### src/rtl/bbpd_pkg.sv
package bbpd_pkg;

	// One decoded sequence: either a single mapped byte or 1..4 raw bytes.
	typedef struct packed {
		logic [3:0][7:0] data;    // byte 0 goes out first
		logic [1:0]      cnt_m1;  // number of results minus one
		logic            mapped;
		logic            last;    // sequence closed the piece
	} job_t;

	typedef struct packed {
		logic       hit;
		logic [7:0] data;
	} map_t;

	localparam int unsigned CP_W = 21;

	// Inverse of the byte-to-unicode table.
	function automatic map_t bbpd_lookup(input logic [CP_W-1:0] cp);
		map_t       m;
		logic [6:0] n;
		n      = cp[6:0];
		m.hit  = 1'b0;
		m.data = cp[7:0];
		if ((cp >= 21'h21 && cp <= 21'h7E) || (cp >= 21'hA1 && cp <= 21'hAC) ||
		    (cp >= 21'hAE && cp <= 21'hFF)) begin
			m.hit = 1'b1;
		end else if (cp >= 21'd256 && cp < 21'd324) begin
			m.hit = 1'b1;
			// excluded bytes in ascending order: 0x00-0x20, 0x7F-0xA0, 0xAD
			if (n < 7'd33) begin
				m.data = {1'b0, n};
			end else if (n < 7'd67) begin
				m.data = {1'b0, n} + 8'h5E;
			end else begin
				m.data = 8'hAD;
			end
		end
		return m;
	endfunction

endpackage

### src/rtl/bbpd_front.sv
module bbpd_front (
	input  logic                clk,
	input  logic                arst_n,
	input  logic                in_valid,
	output logic                in_ready,
	input  logic [7:0]          in_byte,
	input  logic                in_last,
	output logic                push,
	output bbpd_pkg::job_t      push_job,
	input  logic                q_full
);
	import bbpd_pkg::*;

	logic [7:0]      held_q [3];
	logic [1:0]      held_cnt_q;
	logic [2:0]      seq_len_q;
	logic [CP_W-1:0] accum_q;

	logic            open_seq;
	logic [2:0]      lead_len;
	logic [CP_W-1:0] lead_cp;
	logic [CP_W-1:0] cont_cp;
	logic [CP_W-1:0] cp;
	logic [2:0]      nbytes;
	logic            done;
	logic            accept;
	logic [3:0][7:0] raw;
	map_t            map;

	assign in_ready = !q_full;
	assign accept   = in_valid && in_ready;
	assign open_seq = (seq_len_q != 3'd0);

	always_comb begin
		priority if (!in_byte[7]) begin
			lead_len = 3'd1;
			lead_cp  = {13'd0, in_byte};
		end else if (in_byte[7:5] == 3'b110) begin
			lead_len = 3'd2;
			lead_cp  = {16'd0, in_byte[4:0]};
		end else if (in_byte[7:4] == 4'b1110) begin
			lead_len = 3'd3;
			lead_cp  = {17'd0, in_byte[3:0]};
		end else if (in_byte[7:3] == 5'b11110) begin
			lead_len = 3'd4;
			lead_cp  = {18'd0, in_byte[2:0]};
		end else begin
			// bad lead: one byte, code point zero
			lead_len = 3'd1;
			lead_cp  = '0;
		end
	end

	always_comb begin
		cont_cp = {accum_q[CP_W-7:0], in_byte[5:0]};
		if (open_seq) begin
			nbytes = {1'b0, held_cnt_q} + 3'd1;
			cp     = cont_cp;
			done   = (nbytes >= seq_len_q) || in_last || (nbytes == 3'd4);
			raw[0] = (held_cnt_q > 2'd0) ? held_q[0] : in_byte;
			raw[1] = (held_cnt_q > 2'd1) ? held_q[1] : in_byte;
			raw[2] = (held_cnt_q > 2'd2) ? held_q[2] : in_byte;
			raw[3] = in_byte;
		end else begin
			nbytes = 3'd1;
			cp     = lead_cp;
			done   = (lead_len == 3'd1) || in_last;
			raw    = {4{in_byte}};
		end
		map = bbpd_lookup(cp);
		push_job.data   = raw;
		push_job.mapped = map.hit;
		push_job.last   = in_last;
		if (map.hit) begin
			push_job.data[0] = map.data;
			push_job.cnt_m1  = 2'd0;
		end else begin
			push_job.cnt_m1  = 2'(nbytes - 3'd1);
		end
	end

	assign push = accept && done;

	always_ff @(posedge clk or negedge arst_n) begin
		if (!arst_n) begin
			held_cnt_q <= '0;
			seq_len_q  <= '0;
			accum_q    <= '0;
		end else if (accept) begin
			if (done) begin
				held_cnt_q <= '0;
				seq_len_q  <= '0;
				accum_q    <= '0;
			end else if (!open_seq) begin
				held_cnt_q <= 2'd1;
				seq_len_q  <= lead_len;
				accum_q    <= lead_cp;
			end else begin
				held_cnt_q <= held_cnt_q + 2'd1;
				accum_q    <= cont_cp;
			end
		end
	end

	// an open sequence never holds three bytes when another one is stored
	always_ff @(posedge clk) begin
		if (accept && !done) begin
			held_q[held_cnt_q] <= in_byte;
		end
	end

endmodule

### src/rtl/bbpd_queue.sv
module bbpd_queue #(
	parameter int unsigned DEPTH = 4
) (
	input  logic           clk,
	input  logic           arst_n,
	input  logic           push,
	input  bbpd_pkg::job_t push_job,
	output logic           full,
	output logic           head_valid,
	output bbpd_pkg::job_t head_job,
	input  logic           pop
);
	import bbpd_pkg::*;

	localparam int unsigned AW = (DEPTH > 1) ? $clog2(DEPTH) : 1;
	localparam int unsigned CW = $clog2(DEPTH + 1);

	job_t          mem [DEPTH];
	logic [AW-1:0] wr_ptr_q;
	logic [AW-1:0] rd_ptr_q;
	logic [CW-1:0] count_q;
	logic          do_push;
	logic          do_pop;

	assign full       = (count_q == CW'(DEPTH));
	assign head_valid = (count_q != '0);
	assign head_job   = mem[rd_ptr_q];
	assign do_push    = push && !full;
	assign do_pop     = pop && head_valid;

	always_ff @(posedge clk or negedge arst_n) begin
		if (!arst_n) begin
			wr_ptr_q <= '0;
			rd_ptr_q <= '0;
			count_q  <= '0;
		end else begin
			if (do_push) begin
				wr_ptr_q <= (wr_ptr_q == AW'(DEPTH - 1)) ? '0 : wr_ptr_q + AW'(1);
			end
			if (do_pop) begin
				rd_ptr_q <= (rd_ptr_q == AW'(DEPTH - 1)) ? '0 : rd_ptr_q + AW'(1);
			end
			unique case ({do_push, do_pop})
				2'b10:   count_q <= count_q + CW'(1);
				2'b01:   count_q <= count_q - CW'(1);
				default: count_q <= count_q;
			endcase
		end
	end

	always_ff @(posedge clk) begin
		if (do_push) begin
			mem[wr_ptr_q] <= push_job;
		end
	end

endmodule

### src/rtl/bbpd_back.sv
module bbpd_back (
	input  logic           clk,
	input  logic           arst_n,
	input  logic           job_valid,
	input  bbpd_pkg::job_t job,
	output logic           pop,
	output logic           out_valid,
	input  logic           out_ready,
	output logic [7:0]     out_byte,
	output logic           out_mapped,
	output logic           out_run_last,
	output logic           out_piece_done
);
	import bbpd_pkg::*;

	logic [1:0] idx_q;
	logic       valid_q;
	logic [7:0] byte_q;
	logic       mapped_q;
	logic       run_last_q;
	logic       piece_done_q;
	logic       load;
	logic       job_end;

	assign load    = job_valid && (!valid_q || out_ready);
	assign job_end = (idx_q == job.cnt_m1);
	assign pop     = load && job_end;

	always_ff @(posedge clk or negedge arst_n) begin
		if (!arst_n) begin
			idx_q   <= '0;
			valid_q <= 1'b0;
		end else begin
			if (load) begin
				valid_q <= 1'b1;
				idx_q   <= job_end ? 2'd0 : idx_q + 2'd1;
			end else if (out_ready) begin
				valid_q <= 1'b0;
			end
		end
	end

	always_ff @(posedge clk) begin
		if (load) begin
			byte_q       <= job.data[idx_q];
			mapped_q     <= job.mapped;
			run_last_q   <= job_end;
			piece_done_q <= job_end && job.last;
		end
	end

	assign out_valid      = valid_q;
	assign out_byte       = byte_q;
	assign out_mapped     = mapped_q;
	assign out_run_last   = run_last_q;
	assign out_piece_done = piece_done_q;

endmodule

### src/rtl/byte_level_bpe_piece_decoder_unit.sv
// channel  dir  tdata            tuser                      tlast
// s_axis   in   in_byte [7:0]    -                          piece_end
// m_axis   out  out_byte [7:0]   [0] was_mapped [1] run_last piece_done
//
// One input byte per cycle while the job queue has room; decoding of a byte
// finishes in the cycle it is taken. The back end sends one result per cycle
// while m_axis is ready, so a raw passthrough of n bytes gives n results.
// A result goes through the job queue and then the output register to m_axis.
// Reset clears the open sequence, the queue and the output register.
// A stall on m_axis fills the queue; s_axis tready drops only when it is full.
module byte_level_bpe_piece_decoder_unit #(
	parameter int unsigned QUEUE_DEPTH = 4
) (
	input  logic       clk,
	input  logic       arst_n,
	input  logic       s_axis_tvalid,
	output logic       s_axis_tready,
	input  logic [7:0] s_axis_tdata,   // [7:0] in_byte
	input  logic       s_axis_tlast,
	output logic       m_axis_tvalid,
	input  logic       m_axis_tready,
	output logic [7:0] m_axis_tdata,   // [7:0] out_byte
	output logic [1:0] m_axis_tuser,   // [0] was_mapped, [1] run_last
	output logic       m_axis_tlast
);
	import bbpd_pkg::*;

	logic push;
	job_t push_job;
	logic q_full;
	logic head_valid;
	job_t head_job;
	logic pop;

	bbpd_front u_front (
		.clk      (clk),
		.arst_n   (arst_n),
		.in_valid (s_axis_tvalid),
		.in_ready (s_axis_tready),
		.in_byte  (s_axis_tdata),
		.in_last  (s_axis_tlast),
		.push     (push),
		.push_job (push_job),
		.q_full   (q_full)
	);

	bbpd_queue #(
		.DEPTH (QUEUE_DEPTH)
	) u_queue (
		.clk        (clk),
		.arst_n     (arst_n),
		.push       (push),
		.push_job   (push_job),
		.full       (q_full),
		.head_valid (head_valid),
		.head_job   (head_job),
		.pop        (pop)
	);

	bbpd_back u_back (
		.clk            (clk),
		.arst_n         (arst_n),
		.job_valid      (head_valid),
		.job            (head_job),
		.pop            (pop),
		.out_valid      (m_axis_tvalid),
		.out_ready      (m_axis_tready),
		.out_byte       (m_axis_tdata),
		.out_mapped     (m_axis_tuser[0]),
		.out_run_last   (m_axis_tuser[1]),
		.out_piece_done (m_axis_tlast)
	);

	a_piece_done_ends_run: assert property (@(posedge clk) disable iff (!arst_n)
		m_axis_tvalid && m_axis_tlast |-> m_axis_tuser[1])
		else $error("piece end not on the last result of its byte");

	a_mapped_single: assert property (@(posedge clk) disable iff (!arst_n)
		m_axis_tvalid && m_axis_tuser[0] |-> m_axis_tuser[1])
		else $error("mapped code point gave more than one result");

	a_full_has_head: assert property (@(posedge clk) disable iff (!arst_n)
		!s_axis_tready |-> head_valid)
		else $error("input stalled with an empty job queue");

endmodule
### config.mk
export PLATFORM = sky130hd
export DESIGN_NAME = byte_level_bpe_piece_decoder_unit
export DESIGN_NICKNAME = d
export VERILOG_FILES = /design/src/rtl/bbpd_pkg.sv /design/src/rtl/bbpd_front.sv /design/src/rtl/bbpd_queue.sv /design/src/rtl/bbpd_back.sv /design/src/rtl/byte_level_bpe_piece_decoder_unit.sv
export SDC_FILE = /design/constraint.sdc
export NUM_CORES = 1
export LEC_CHECK = 0
export ABC_AREA = 1
export BUFFER_PORTS_ARGS = -buffer_cell sky130_fd_sc_hd__buf_2
export CORE_MARGIN = 5
export CORE_UTILIZATION = 63
export CTS_CLUSTER_DIAMETER = 30
export DETAILED_ROUTE_END_ITERATION = 12
export PLACE_DENSITY = 0.8
export SYNTH_ARGS = -nofsm -noshare
export SYNTH_HDL_FRONTEND = slang
export SYNTH_HIERARCHICAL = 1
export SYNTH_SLANG_ARGS = --single-unit
### constraint.sdc
create_clock -name clk -period 4.1 [get_ports clk]
set_input_delay 0.41 -clock clk [delete_from_list [all_inputs] [get_ports clk]]
set_output_delay 0.41 -clock clk [all_outputs]
set_load 0.02 [all_outputs]
==> flow_metrics.py, run 1 <==
metrics = {
    "drt": {
        "final_antenna_net_count": 0,
        "drt_first_pass_iters": 5,
        "wl_mm": 21.8,
        "route.detailed.drc": 0,
        "post_drt_via_cell_ratio": 5.69,
        "detail_route.iter0.violations": 577,
        "routed-via-count": 7076,
        "wl_per_cell_um": 17.5,
    },
    "logic_synthesis": {
        "syn_inst": 977,
        "synth_top_cell_area_share": 0.531,
        "synth.avg_cell_area_um2": 10.4,
        "yosysSeqAreaShare": 0.606,
        "mapped_cell_area_um2": 10100,
        "synth_cell_type_count": 43,
        "yosys_register_bits": 209,
        "synth.yosys.warnings": 6,
        "synth_top_cell_by_area": "sky130_fd_sc_hd__edfxtp_1",
        "synth_nets": 1009,
        "post_synth_main_area_contributors": "sky130_fd_sc_hd__edfxtp_1 (53%), sky130_fd_sc_hd__nand2_1 (8.7%), sky130_fd_sc_hd__dfrtp_1 (7.4%)",
    },
    "hold_path": {
        "hold_path.class": "in2reg",
        "hold_end": "u_back/out_valid",
        "hold_path_depth": 4,
        "beginning_of_the_worst_hold_path": "m_axis_tready",
    },
    "grt": {
        "global_route.overflow_total": 0,
        "grt_util_all_layers": 0.242,
        "antenna_found_initial": 0,
        "largest_net_degree_at_the_start_of_global_routing": 83,
        "first_global_vias": 6846,
        "first_pass_grt_wire_length_mm": 35.0,
    },
    "power_and_ir_drop": {
        "power_density_nw_per_um2": 694,
        "ir_worst_vdd_mv": 0.419,
        "cellLeakagePower_uw": 0.00478,
    },
    "critical_path": {
        "crit_slowest_cell": "sky130_fd_sc_hd__dfrtp_1",
        "reg2regPathDepth": 13,
        "path_cells": "inv_1 -> ha_1 -> ha_1 -> a21boi_0 -> o21ai_0 -> nand2_1 -> nand2_1 -> a21oi_1 -> nand2_1 -> ha_1 -> inv_1 -> fa_1 -> o21ai_0",
        "end_kind": "flip-flop",
        "worst_r2r_startpoint": "u_front/held_cnt_q[0]",
        "timing.critical_path.required_ns": 4.49,
        "cp_num_buf_inv": 2,
        "cp.depth": 13,
        "critical_path.max_stage_delay_ns": 0.44,
        "setup.worst_path.class": "reg2reg",
        "path_max_fanout": 7,
        "critical_path_arrival_ns": 3.69,
        "critical_path.reg2reg.endpoint": "u_queue/count_q[1]",
        "rrSetupSlack_ns": 0.80,
        "critPathLaunchType": "flip-flop",
        "cp_top_family": "adder cells",
    },
    "cts": {
        "cts_tree": "yes",
        "htreeDepth": 2,
        "max-clock-path-buffers": 3,
        "cts-buffers-inserted": 35,
        "cts_setup_buffers": 0,
        "cts.sinks": 209,
        "worstSkewPairLatency_ns": 0.49,
        "cts_root_buffer": "sky130_fd_sc_hd__clkbuf_16",
        "clk_transition_reported_paths_ns": 0.05,
    },
    "floorplanning": {
        "top_level_ports": 26,
        "placeableCoreArea_um2": 15800,
        "fp.dieH_um": 137,
        "die_x_um": 137,
        "rows": 46,
        "die_area_um2": 18700,
        "initial_core_util": 0.639,
    },
    "sta": {
        "final_hold_viol_count": 0,
        "clock_skew_ns": 0.0203,
        "grt_setup_unrepaired": "no",
        "finalCritPeriodShare": 0.804,
        "number_of_setup_violations_in_the_final_report": 0,
        "final_worst_path_period_need_ns": 3.30,
        "clock.fmax_mhz": 303,
        "worstMarginPinSlew_ns": 0.770,
        "final-max-slew-violation-count": 0,
        "fin_tns_setup_ns": 0,
        "slew_headroom": 0.486,
    },
    "layout": {
        "area.sequential_um2": 6130,
        "proportion_of_layout_cells_with_a_drive_suffix_above_1": 0.142,
        "area.growth.synth_to_final_pct": 12.5,
        "post-route-cell-area_um2": 11400,
        "n_antenna_cell": 0,
        "fin_cells": 1244,
        "fill_cells": 1049,
        "final_net_count": 1035,
        "area_of_the_multi_input_gates_um2": 3110,
    },
    "placement": {
        "place_congestion": 0.893,
        "numPlacedInstances": 1181,
        "dpl_cell_area_um2": 10200,
        "place_hpwl_mm": 13.4,
        "placement.io_buffers": 25,
    },
    "flow_run": {
        "cap_viol_max_count": 0,
    },
    "status": {
        "run_status": "finished clean",
    },
}
[synth_stat cells, drive strengths merged]
cell,number
dfrtp,30
a21oi,28
or2,1
o41ai,1
nand3b,1
o21bai,1
xor2,3
xnor2,1
clkbuf,4
nand4,6
a31oi,1
o211ai,72
o21ai,39
o22ai,14
a21boi,1
o32ai,1
nand2,251
nand3,41
buf,40
ha,18
nor3,5
inv,145
a32o,4
nor2,89
fa,1
edfxtp,179
[tightest hold or removal path, delay by kind of cell]
kind                   cells  cell delay [ns]
buffers and inverters      2             0.11
and+or+nand+nor            2             0.11
[registers in the layout (all words and copies together) (netlist names)]
name and count:
u_queue/mem 144, u_queue/count_q 3, u_back/out_valid 1, u_front/accum_q 15, u_back/out_piece_done 1, u_back/idx_q 2, u_front/seq_len_q 3, u_back/out_mapped 1
u_back/out_run_last 1, u_front/held_q 24, u_queue/wr_ptr_q 2, u_back/out_byte 8, u_queue/rd_ptr_q 2, u_front/held_cnt_q 2
[report_power, final]
group	switching, uW	leakage, uW	total (uW)	internal [uW]
clock network	953	0.000542	2770	1820
logic	1440	0.00220	2050	609
registers	258	0.00204	3080	2830
total	2650	0.00478	7900	5250
[layer usage]
metal	share of wire	GRT usage	vias to the layer above
met4	0.023	0.0857	0
li1	-	-	3351
met1	0.41	0.328	3381
met3	0.079	0.0441	46
met5	0	0	-
met2	0.49	0.396	298
[area by class of cell]
type,count,area share
multi-input cells,579,0.273
clock buffers,43,0.0824
repair buffers,33,0.0165
clock inverters,19,0.0173
inverters,145,0.0481
well taps,216,0.0238
flip-flops and latches,209,0.539
[logic make-up after synthesis]
family / after synthesis / synth area share
flops: 209 / 0.606
simple gates: 394 / 0.170
xor+xnor: 4 / 0.00346
buf+inv: 189 / 0.0900
compound gates: 162 / 0.107
fa+ha+maj: 19 / 0.0242
[worst max-delay path by stage]
| stage | from | endpoint | slack (ns) |
|---|---|---|---|
| final | u_front/held_cnt_q[0] | u_queue/count_q[1] | 0.80 |
| after global routing | u_front/held_cnt_q[0] | u_queue/count_q[1] | 0.58 |
| after CTS | u_front/held_cnt_q[0] | u_queue/count_q[1] | 0.82 |
| after detailed placement | u_front/held_cnt_q[0] | u_queue/count_q[1] | 0.93 |
| after global placement | u_front/held_cnt_q[0] | u_queue/count_q[1] | 1.06 |
| after floorplan | u_front/held_cnt_q[0] | u_queue/mem[0][0] | 0.33 |
[metrics by stage]
| stage | utilization | setup slack (ns) | hold WS [ns] | total power, uW |
|---|---|---|---|---|
| after floorplan | - | 0.326 | 0.114 | 4680 |
| after global placement | 0.647 | 1.06 | 0.462 | 5050 |
| after detailed placement | 0.647 | 0.927 | 0.464 | 5130 |
| after CTS | 0.719 | 0.816 | 0.167 | 7930 |
| after global routing | 0.719 | 0.581 | 0.187 | 8310 |
| final | 0.719 | 0.802 | 0.177 | 7900 |
[layout by cell type, fill, tap and decap left out, drive strengths merged, types with 30 or more instances in the layout]
cell	instances
nand2	251
edfxtp	179
inv	147
nor2	89
o211ai	72
clkbuf	43
nand3	41
o21ai	39
buf	32
dfrtp	30
[timing repair]
action / CTS / global route
gates resized for setup: 0 / 0
hold buffers: 1 / 0
endpoints found under the hold margin: 30 / 0
Note: power is estimated with default switching activity, not from simulation.
==> run 2: changes to the inputs <==
- ABC_AREA: 1 -> 0
- CORE_UTILIZATION: 63 -> 62
- PLACE_DENSITY: 0.8 -> 0.79
- clock period: 4.1 -> 3.4 ns (I/O delays scaled with it)
==> flow_metrics.py, run 2 <==
metrics = {
    "cts": {
        "max-clock-path-buffers": 3,
        "cts.sinks": 209,
        "cts_setup_buffers": 0,
        "clk_transition_reported_paths_ns": 0.05,
        "cts_tree": "yes",
        "htreeDepth": 2,
        "cts_root_buffer": "sky130_fd_sc_hd__clkbuf_16",
        "worstSkewPairLatency_ns": 0.51,
        "cts-buffers-inserted": 37,
    },
    "logic_synthesis": {
        "synth.avg_cell_area_um2": 16.8,
        "ys.flop_type": "sky130_fd_sc_hd__edfxtp_1",
        "synth.top_cells.by_count": "sky130_fd_sc_hd__edfxtp_1 (179), sky130_fd_sc_hd__mux4_2 (42), sky130_fd_sc_hd__nand2_1 (31)",
        "post_synth_main_area_contributors": "sky130_fd_sc_hd__edfxtp_1 (58%), sky130_fd_sc_hd__mux4_2 (10%), sky130_fd_sc_hd__dfrtp_1 (8.1%)",
        "mapped_cell_area_um2": 9250,
        "yosysSeqAreaShare": 0.662,
        "synth_cell_type_count": 71,
        "synth.yosys.warnings": 6,
        "synth_top_cell_area_share": 0.581,
        "yosys_register_bits": 209,
        "ys_async_sr_fraction": 0.144,
        "synth_nets": 583,
        "syn_inst": 551,
        "post_synth_edffs": 179,
        "synth_top_cell_by_area": "sky130_fd_sc_hd__edfxtp_1",
        "synth_most_common_cell": "sky130_fd_sc_hd__edfxtp_1",
    },
    "drt": {
        "route.detailed.drc": 0,
        "detail_route.iter0.violations": 531,
        "final_antenna_net_count": 0,
        "routed-via-count": 5170,
        "drt_first_pass_iters": 5,
        "post_drt_via_cell_ratio": 6.28,
        "wl_per_cell_um": 24.0,
        "wl_mm": 19.7,
    },
    "sta": {
        "clock.fmax_mhz": 314,
        "number_of_setup_violations_in_the_final_report": 0,
        "fin_worst_hold_slack_ns": 0.0824,
        "finalCritPeriodShare": 0.936,
        "worstMarginPinSlew_ns": 0.889,
        "fin_tns_setup_ns": 0,
        "clock_skew_ns": 0.0238,
        "final_hold_viol_count": 0,
        "slew_headroom": 0.405,
        "grt_setup_unrepaired": "no",
        "final_worst_path_period_need_ns": 3.18,
        "final-max-slew-violation-count": 0,
    },
    "grt": {
        "globalRouteMet3Util": 0.0519,
        "first_global_vias": 5498,
        "largest_net_degree_at_the_start_of_global_routing": 37,
        "top_usage_layer": "met2",
        "global_route.overflow_total": 0,
        "gr-usage-met1": 0.320,
        "first_pass_grt_wire_length_mm": 31.3,
        "grt_util_all_layers": 0.232,
        "antenna_found_initial": 0,
        "grtUsageMet2": 0.375,
    },
    "floorplanning": {
        "die_area_um2": 17500,
        "rows": 44,
        "fp.dieH_um": 132,
        "placeableCoreArea_um2": 14600,
        "initial_core_util": 0.634,
        "die_x_um": 132,
        "top_level_ports": 26,
    },
    "power_and_ir_drop": {
        "cellLeakagePower_uw": 0.00393,
        "power_density_nw_per_um2": 912,
        "ir_worst_vdd_mv": 0.564,
    },
    "layout": {
        "fin_cells": 823,
        "final_net_count": 644,
        "proportion_of_layout_cells_with_a_drive_suffix_above_1": 0.321,
        "final_core_utilization": 0.747,
        "fill_cells": 835,
        "mostFrequentLayoutCell": "sky130_fd_sc_hd__edfxtp_1",
        "area.growth.synth_to_final_pct": 17.9,
        "final_cell_mix": "sky130_fd_sc_hd__edfxtp_1 (179), sky130_fd_sc_hd__mux4_2 (42), sky130_fd_sc_hd__clkbuf_16 (38)",
        "largest_register_ff_count": 144,
        "biggestRegsByFlops": "u_queue/mem x144, u_front/held_q x24, u_front/accum_q x15",
        "area.sequential_um2": 6130,
        "largest_register_by_flop_count": "u_queue/mem",
        "area_of_the_multi_input_gates_um2": 2860,
        "n_antenna_cell": 0,
    },
    "critical_path": {
        "path_max_fanout": 6,
        "critical_path_arrival_ns": 3.41,
        "setup.worst_path.class": "reg2reg",
        "end_kind": "flip-flop",
        "timing.critical_path.required_ns": 3.63,
        "critPathLaunchType": "flip-flop",
    },
    "placement": {
        "numPlacedInstances": 756,
        "place_congestion": 0.973,
        "placement.io_buffers": 25,
        "place_hpwl_mm": 11.8,
    },
    "flow_run": {
        "cap_viol_max_count": 0,
    },
    "hold_path": {
        "hold_path.class": "in2reg",
    },
    "status": {
        "run_status": "finished clean",
    },
}
-- run 2: metal layers --
layer / vias to the layer above / routed length [um]
met5: - / 0
met4: 0 / 410
met3: 32 / 1240
met2: 204 / 9910
met1: 2636 / 8180
li1: 2298 / -
-- run 2: area by class of cell --
class / instances / area share
flip-flops and latches: 209 / 0.562
clock buffers: 46 / 0.0900
clock inverters: 20 / 0.0199
well taps: 184 / 0.0211
multi-input cells: 287 / 0.262
inverters: 21 / 0.00723
repair buffers: 56 / 0.0376
-- run 2: path summary, 6_finish.rpt --
kind | start | endpoint | slack (ns) | cells past startpoint
max | u_front/seq_len_q[1] | u_queue/mem[3][6] | 0.22 | 10
min | s_axis_tlast | u_queue/mem[2][0] | 0.08 | 1
max reg2reg | u_front/seq_len_q[1] | u_queue/mem[3][6] | 0.22 | 10
min reg2reg | u_queue/count_q[2] | u_queue/count_q[2] | 0.50 | 1
max in group asynchronous | arst_n | u_front/held_cnt_q[0] | 2.48 | 2
min in group asynchronous | arst_n | u_queue/rd_ptr_q[1] | 0.41 | 2
-- run 2: logic make-up after synthesis --
family / share of synthesized area
buffers and inverters: 0.0330
multiplexers: 0.144
AND/OR/NAND/NOR: 0.0667
AO/OA/AOI/OAI: 0.0613
flip-flops: 0.662
XOR/XNOR: 0.00663
adder cells (fa/ha/maj): 0.0265
-- run 2: metrics by stage --
| step | power [uW] | area, um^2 | worst slack [ns] |
|---|---|---|---|
| 2_1_floorplan | 5690 | 9250 | 0.288 |
| 3_3_place_gp | 6330 | 9660 | 0.263 |
| 3_5_place_dp | 6440 | 9660 | 0.0885 |
| 4_1_cts | 9990 | 10900 | 0.114 |
| 5_1_grt | 10400 | 10900 | 0.000373 |
| 6_report | 9940 | 10900 | 0.219 |
-- run 2: worst max-delay path, stage by stage (launching register included) --
cell                       delay [ns]
sky130_fd_sc_hd__dfrtp_1         0.43
sky130_fd_sc_hd__nor4b_1         0.40
sky130_fd_sc_hd__o21ai_1         0.21
sky130_fd_sc_hd__nand2_1         0.23
sky130_fd_sc_hd__ha_1            0.29
sky130_fd_sc_hd__o211ai_1        0.13
sky130_fd_sc_hd__a21oi_2         0.26
sky130_fd_sc_hd__a211oi_1        0.14
sky130_fd_sc_hd__o21ai_2         0.26
sky130_fd_sc_hd__mux2i_1         0.38
sky130_fd_sc_hd__mux2i_2         0.17
-- run 2: report_power, final --
part	total [uW]	internal (uW)	switching (uW)
Clock	3480	2290	1190
Sequential	3680	3480	194
Combinational	2790	1210	1570
-- run 2: repair_timing --
action / CTS / global route
hold buffers: 1 / 0
setup endpoints to repair: 0 / 12
endpoints found under the hold margin: 30 / 0
resized for setup: 0 / 7
==> run 3: changes to the inputs <==
- CORE_UTILIZATION: 62 -> 65
- PLACE_DENSITY: 0.79 -> 0.82
- clock period: 3.4 -> 3.8 ns (I/O delays scaled with it)
==> flow_metrics.py, run 3 (synthesis results as in run 2) <==
metrics = {
    "cts": {
        "cts-buffers-inserted": 37,
        "cts.sinks": 209,
        "cts_root_buffer": "sky130_fd_sc_hd__clkbuf_16",
        "worstSkewPairLatency_ns": 0.50,
        "max-clock-path-buffers": 3,
        "postCtsResizedCells": 0,
        "clk_transition_reported_paths_ns": 0.05,
        "cts_tree": "yes",
        "htreeDepth": 2,
    },
    "sta": {
        "final_worst_path_period_need_ns": 3.47,
        "clock.fmax_mhz": 289,
        "post-route-worst-setup-slack_ns": 0.334,
        "final-max-slew-violation-count": 0,
        "final_hold_viol_count": 0,
        "number_of_setup_violations_in_the_final_report": 0,
        "fin_tns_setup_ns": 0,
        "grt_setup_unrepaired": "no",
        "worstMarginPinSlew_ns": 1.03,
        "slew_headroom": 0.307,
        "clock_skew_ns": 0.0276,
        "finalCritPeriodShare": 0.912,
    },
    "layout": {
        "largest_register_ff_count": 144,
        "final_cell_mix": "sky130_fd_sc_hd__edfxtp_1 (179), sky130_fd_sc_hd__mux4_2 (42), sky130_fd_sc_hd__clkbuf_16 (39)",
        "post-route-cell-area_um2": 10800,
        "area.growth.synth_to_final_pct": 16.4,
        "proportion_of_layout_cells_with_a_drive_suffix_above_1": 0.293,
        "biggestRegsByFlops": "u_queue/mem x144, u_front/held_q x24, u_front/accum_q x15",
        "largest_register_by_flop_count": "u_queue/mem",
        "fill_cells": 699,
        "final_net_count": 633,
        "mostFrequentLayoutCell": "sky130_fd_sc_hd__edfxtp_1",
        "n_antenna_cell": 0,
    },
    "drt": {
        "detail_route.iter0.violations": 586,
        "wl_mm": 20.4,
        "met2_wirelength_mm": 10.4,
        "wl_per_cell_um": 25.3,
        "route.layer.met1.wl_mm": 7.86,
        "route.detailed.drc": 0,
        "drt_first_pass_iters": 5,
        "final_antenna_net_count": 0,
        "met3WireLength_mm": 1.51,
        "routed-via-count": 5208,
        "route.top_layer_used": "met4",
        "post_drt_via_cell_ratio": 6.45,
    },
    "flow_run": {
        "cap_viol_max_count": 0,
    },
    "floorplanning": {
        "rows": 43,
        "fp.dieH_um": 129,
        "placeableCoreArea_um2": 13900,
        "die_x_um": 129,
        "top_level_ports": 26,
        "die_area_um2": 16700,
        "initial_core_util": 0.664,
    },
    "critical_path": {
        "rrSetupSlack_ns": 0.33,
        "end_kind": "flip-flop",
        "setup.worst_path.class": "reg2reg",
        "worst_r2r_startpoint": "u_front/seq_len_q[1]",
        "critPathLaunchType": "flip-flop",
        "path_max_fanout": 13,
        "critical_path.reg2reg.endpoint": "u_queue/mem[3][10]",
        "reg2regPathDepth": 6,
        "timing.critical_path.required_ns": 4.06,
        "critical_path_arrival_ns": 3.73,
    },
    "hold_path": {
        "hold_path.class": "in2reg",
        "beginning_of_the_worst_hold_path": "s_axis_tlast",
        "hold_path_depth": 1,
        "hold_end": "u_queue/mem[2][0]",
    },
    "grt": {
        "antenna_found_initial": 0,
        "grt_util_all_layers": 0.257,
        "global_route.overflow_total": 0,
        "largest_net_degree_at_the_start_of_global_routing": 37,
        "first_pass_grt_wire_length_mm": 32.0,
        "first_global_vias": 5626,
    },
    "power_and_ir_drop": {
        "power_density_nw_per_um2": 830,
        "ir_worst_vdd_mv": 0.460,
        "cellLeakagePower_uw": 0.00386,
    },
    "placement": {
        "place_ws_ns": 0.390,
        "placement.io_buffers": 25,
        "place_congestion": 0.899,
        "place_hpwl_mm": 11.6,
        "dpl_cell_area_um2": 9520,
    },
    "status": {
        "run_status": "finished clean",
    },
}
[run 3: cell types whose count changed in the layout (fill, tap and decap cells not counted), sizes merged]
cell / change
buf: -11
clkbuf: -1
bufinv: +1
inv: +4
clkinv: -6
clkinvlp: +2
[run 3: what timing repair did]
item / 4_1_cts / 5_1_grt
hold endpoints to repair: 30 / 0
hold buffers: 1 / 0
setup buffers: 0 / 0
[run 3: metal layers]
layer  vias to the layer above  track usage
li1                       2278            -
met1                      2636        0.329
met2                       246        0.435
met3                        48       0.0577
met4                         0       0.0970
met5                         -            0
[run 3: how the worst max path moves through the flow]
stage / endpoint / from / slack, ns / depth (start not counted)
floorplan: u_queue/mem[0][0] / u_front/held_cnt_q[0] / 0.31 / 10
global placement: u_queue/mem[0][5] / s_axis_tdata[7] / 0.55 / 11
detailed placement: u_queue/mem[2][10] / s_axis_tdata[7] / 0.39 / 11
CTS: u_queue/mem[2][21] / u_front/held_cnt_q[0] / 0.44 / 11
global route: u_queue/mem[3][10] / u_front/seq_len_q[1] / 0.13 / 6
finish: u_queue/mem[3][10] / u_front/seq_len_q[1] / 0.33 / 6
[run 3: critical path, cell delays in order, from the launching register on]
cell                       delay (ns)
sky130_fd_sc_hd__dfrtp_1         0.45
sky130_fd_sc_hd__nor3_2          0.73
sky130_fd_sc_hd__mux2i_1         0.74
sky130_fd_sc_hd__o211ai_1        0.23
sky130_fd_sc_hd__nand3_1         0.26
sky130_fd_sc_hd__nand3b_2        0.35
sky130_fd_sc_hd__o221ai_1        0.47
[run 3: final cells by class]
cell class	instances	area [um^2]	area share
clock inverter	21	236	0.0220
inverter	21	78.8	0.00732
sequential	209	6130	0.569
timing repair buffer	45	278	0.0258
multi-input combinational	287	2820	0.262
tap	180	225	0.0209
clock buffer	45	998	0.0928
[run 3: through the flow]
step	utilization	hold WS [ns]	std cells	power (uW)
CTS	0.772	0.126	808	8980
global route	0.772	0.141	808	9320
global placement	0.683	0.446	741	5560
finish	0.772	0.150	808	8930
detailed placement	0.683	0.463	741	5670
floorplan	-	0.0844	551	5100
[run 3: power breakdown]
group	leakage, uW	internal, uW	switching, uW
sequential	0.00203	3120	225
clock	0.000592	2150	1100
combinational	0.00123	997	1340
total	0.00386	6270	2660
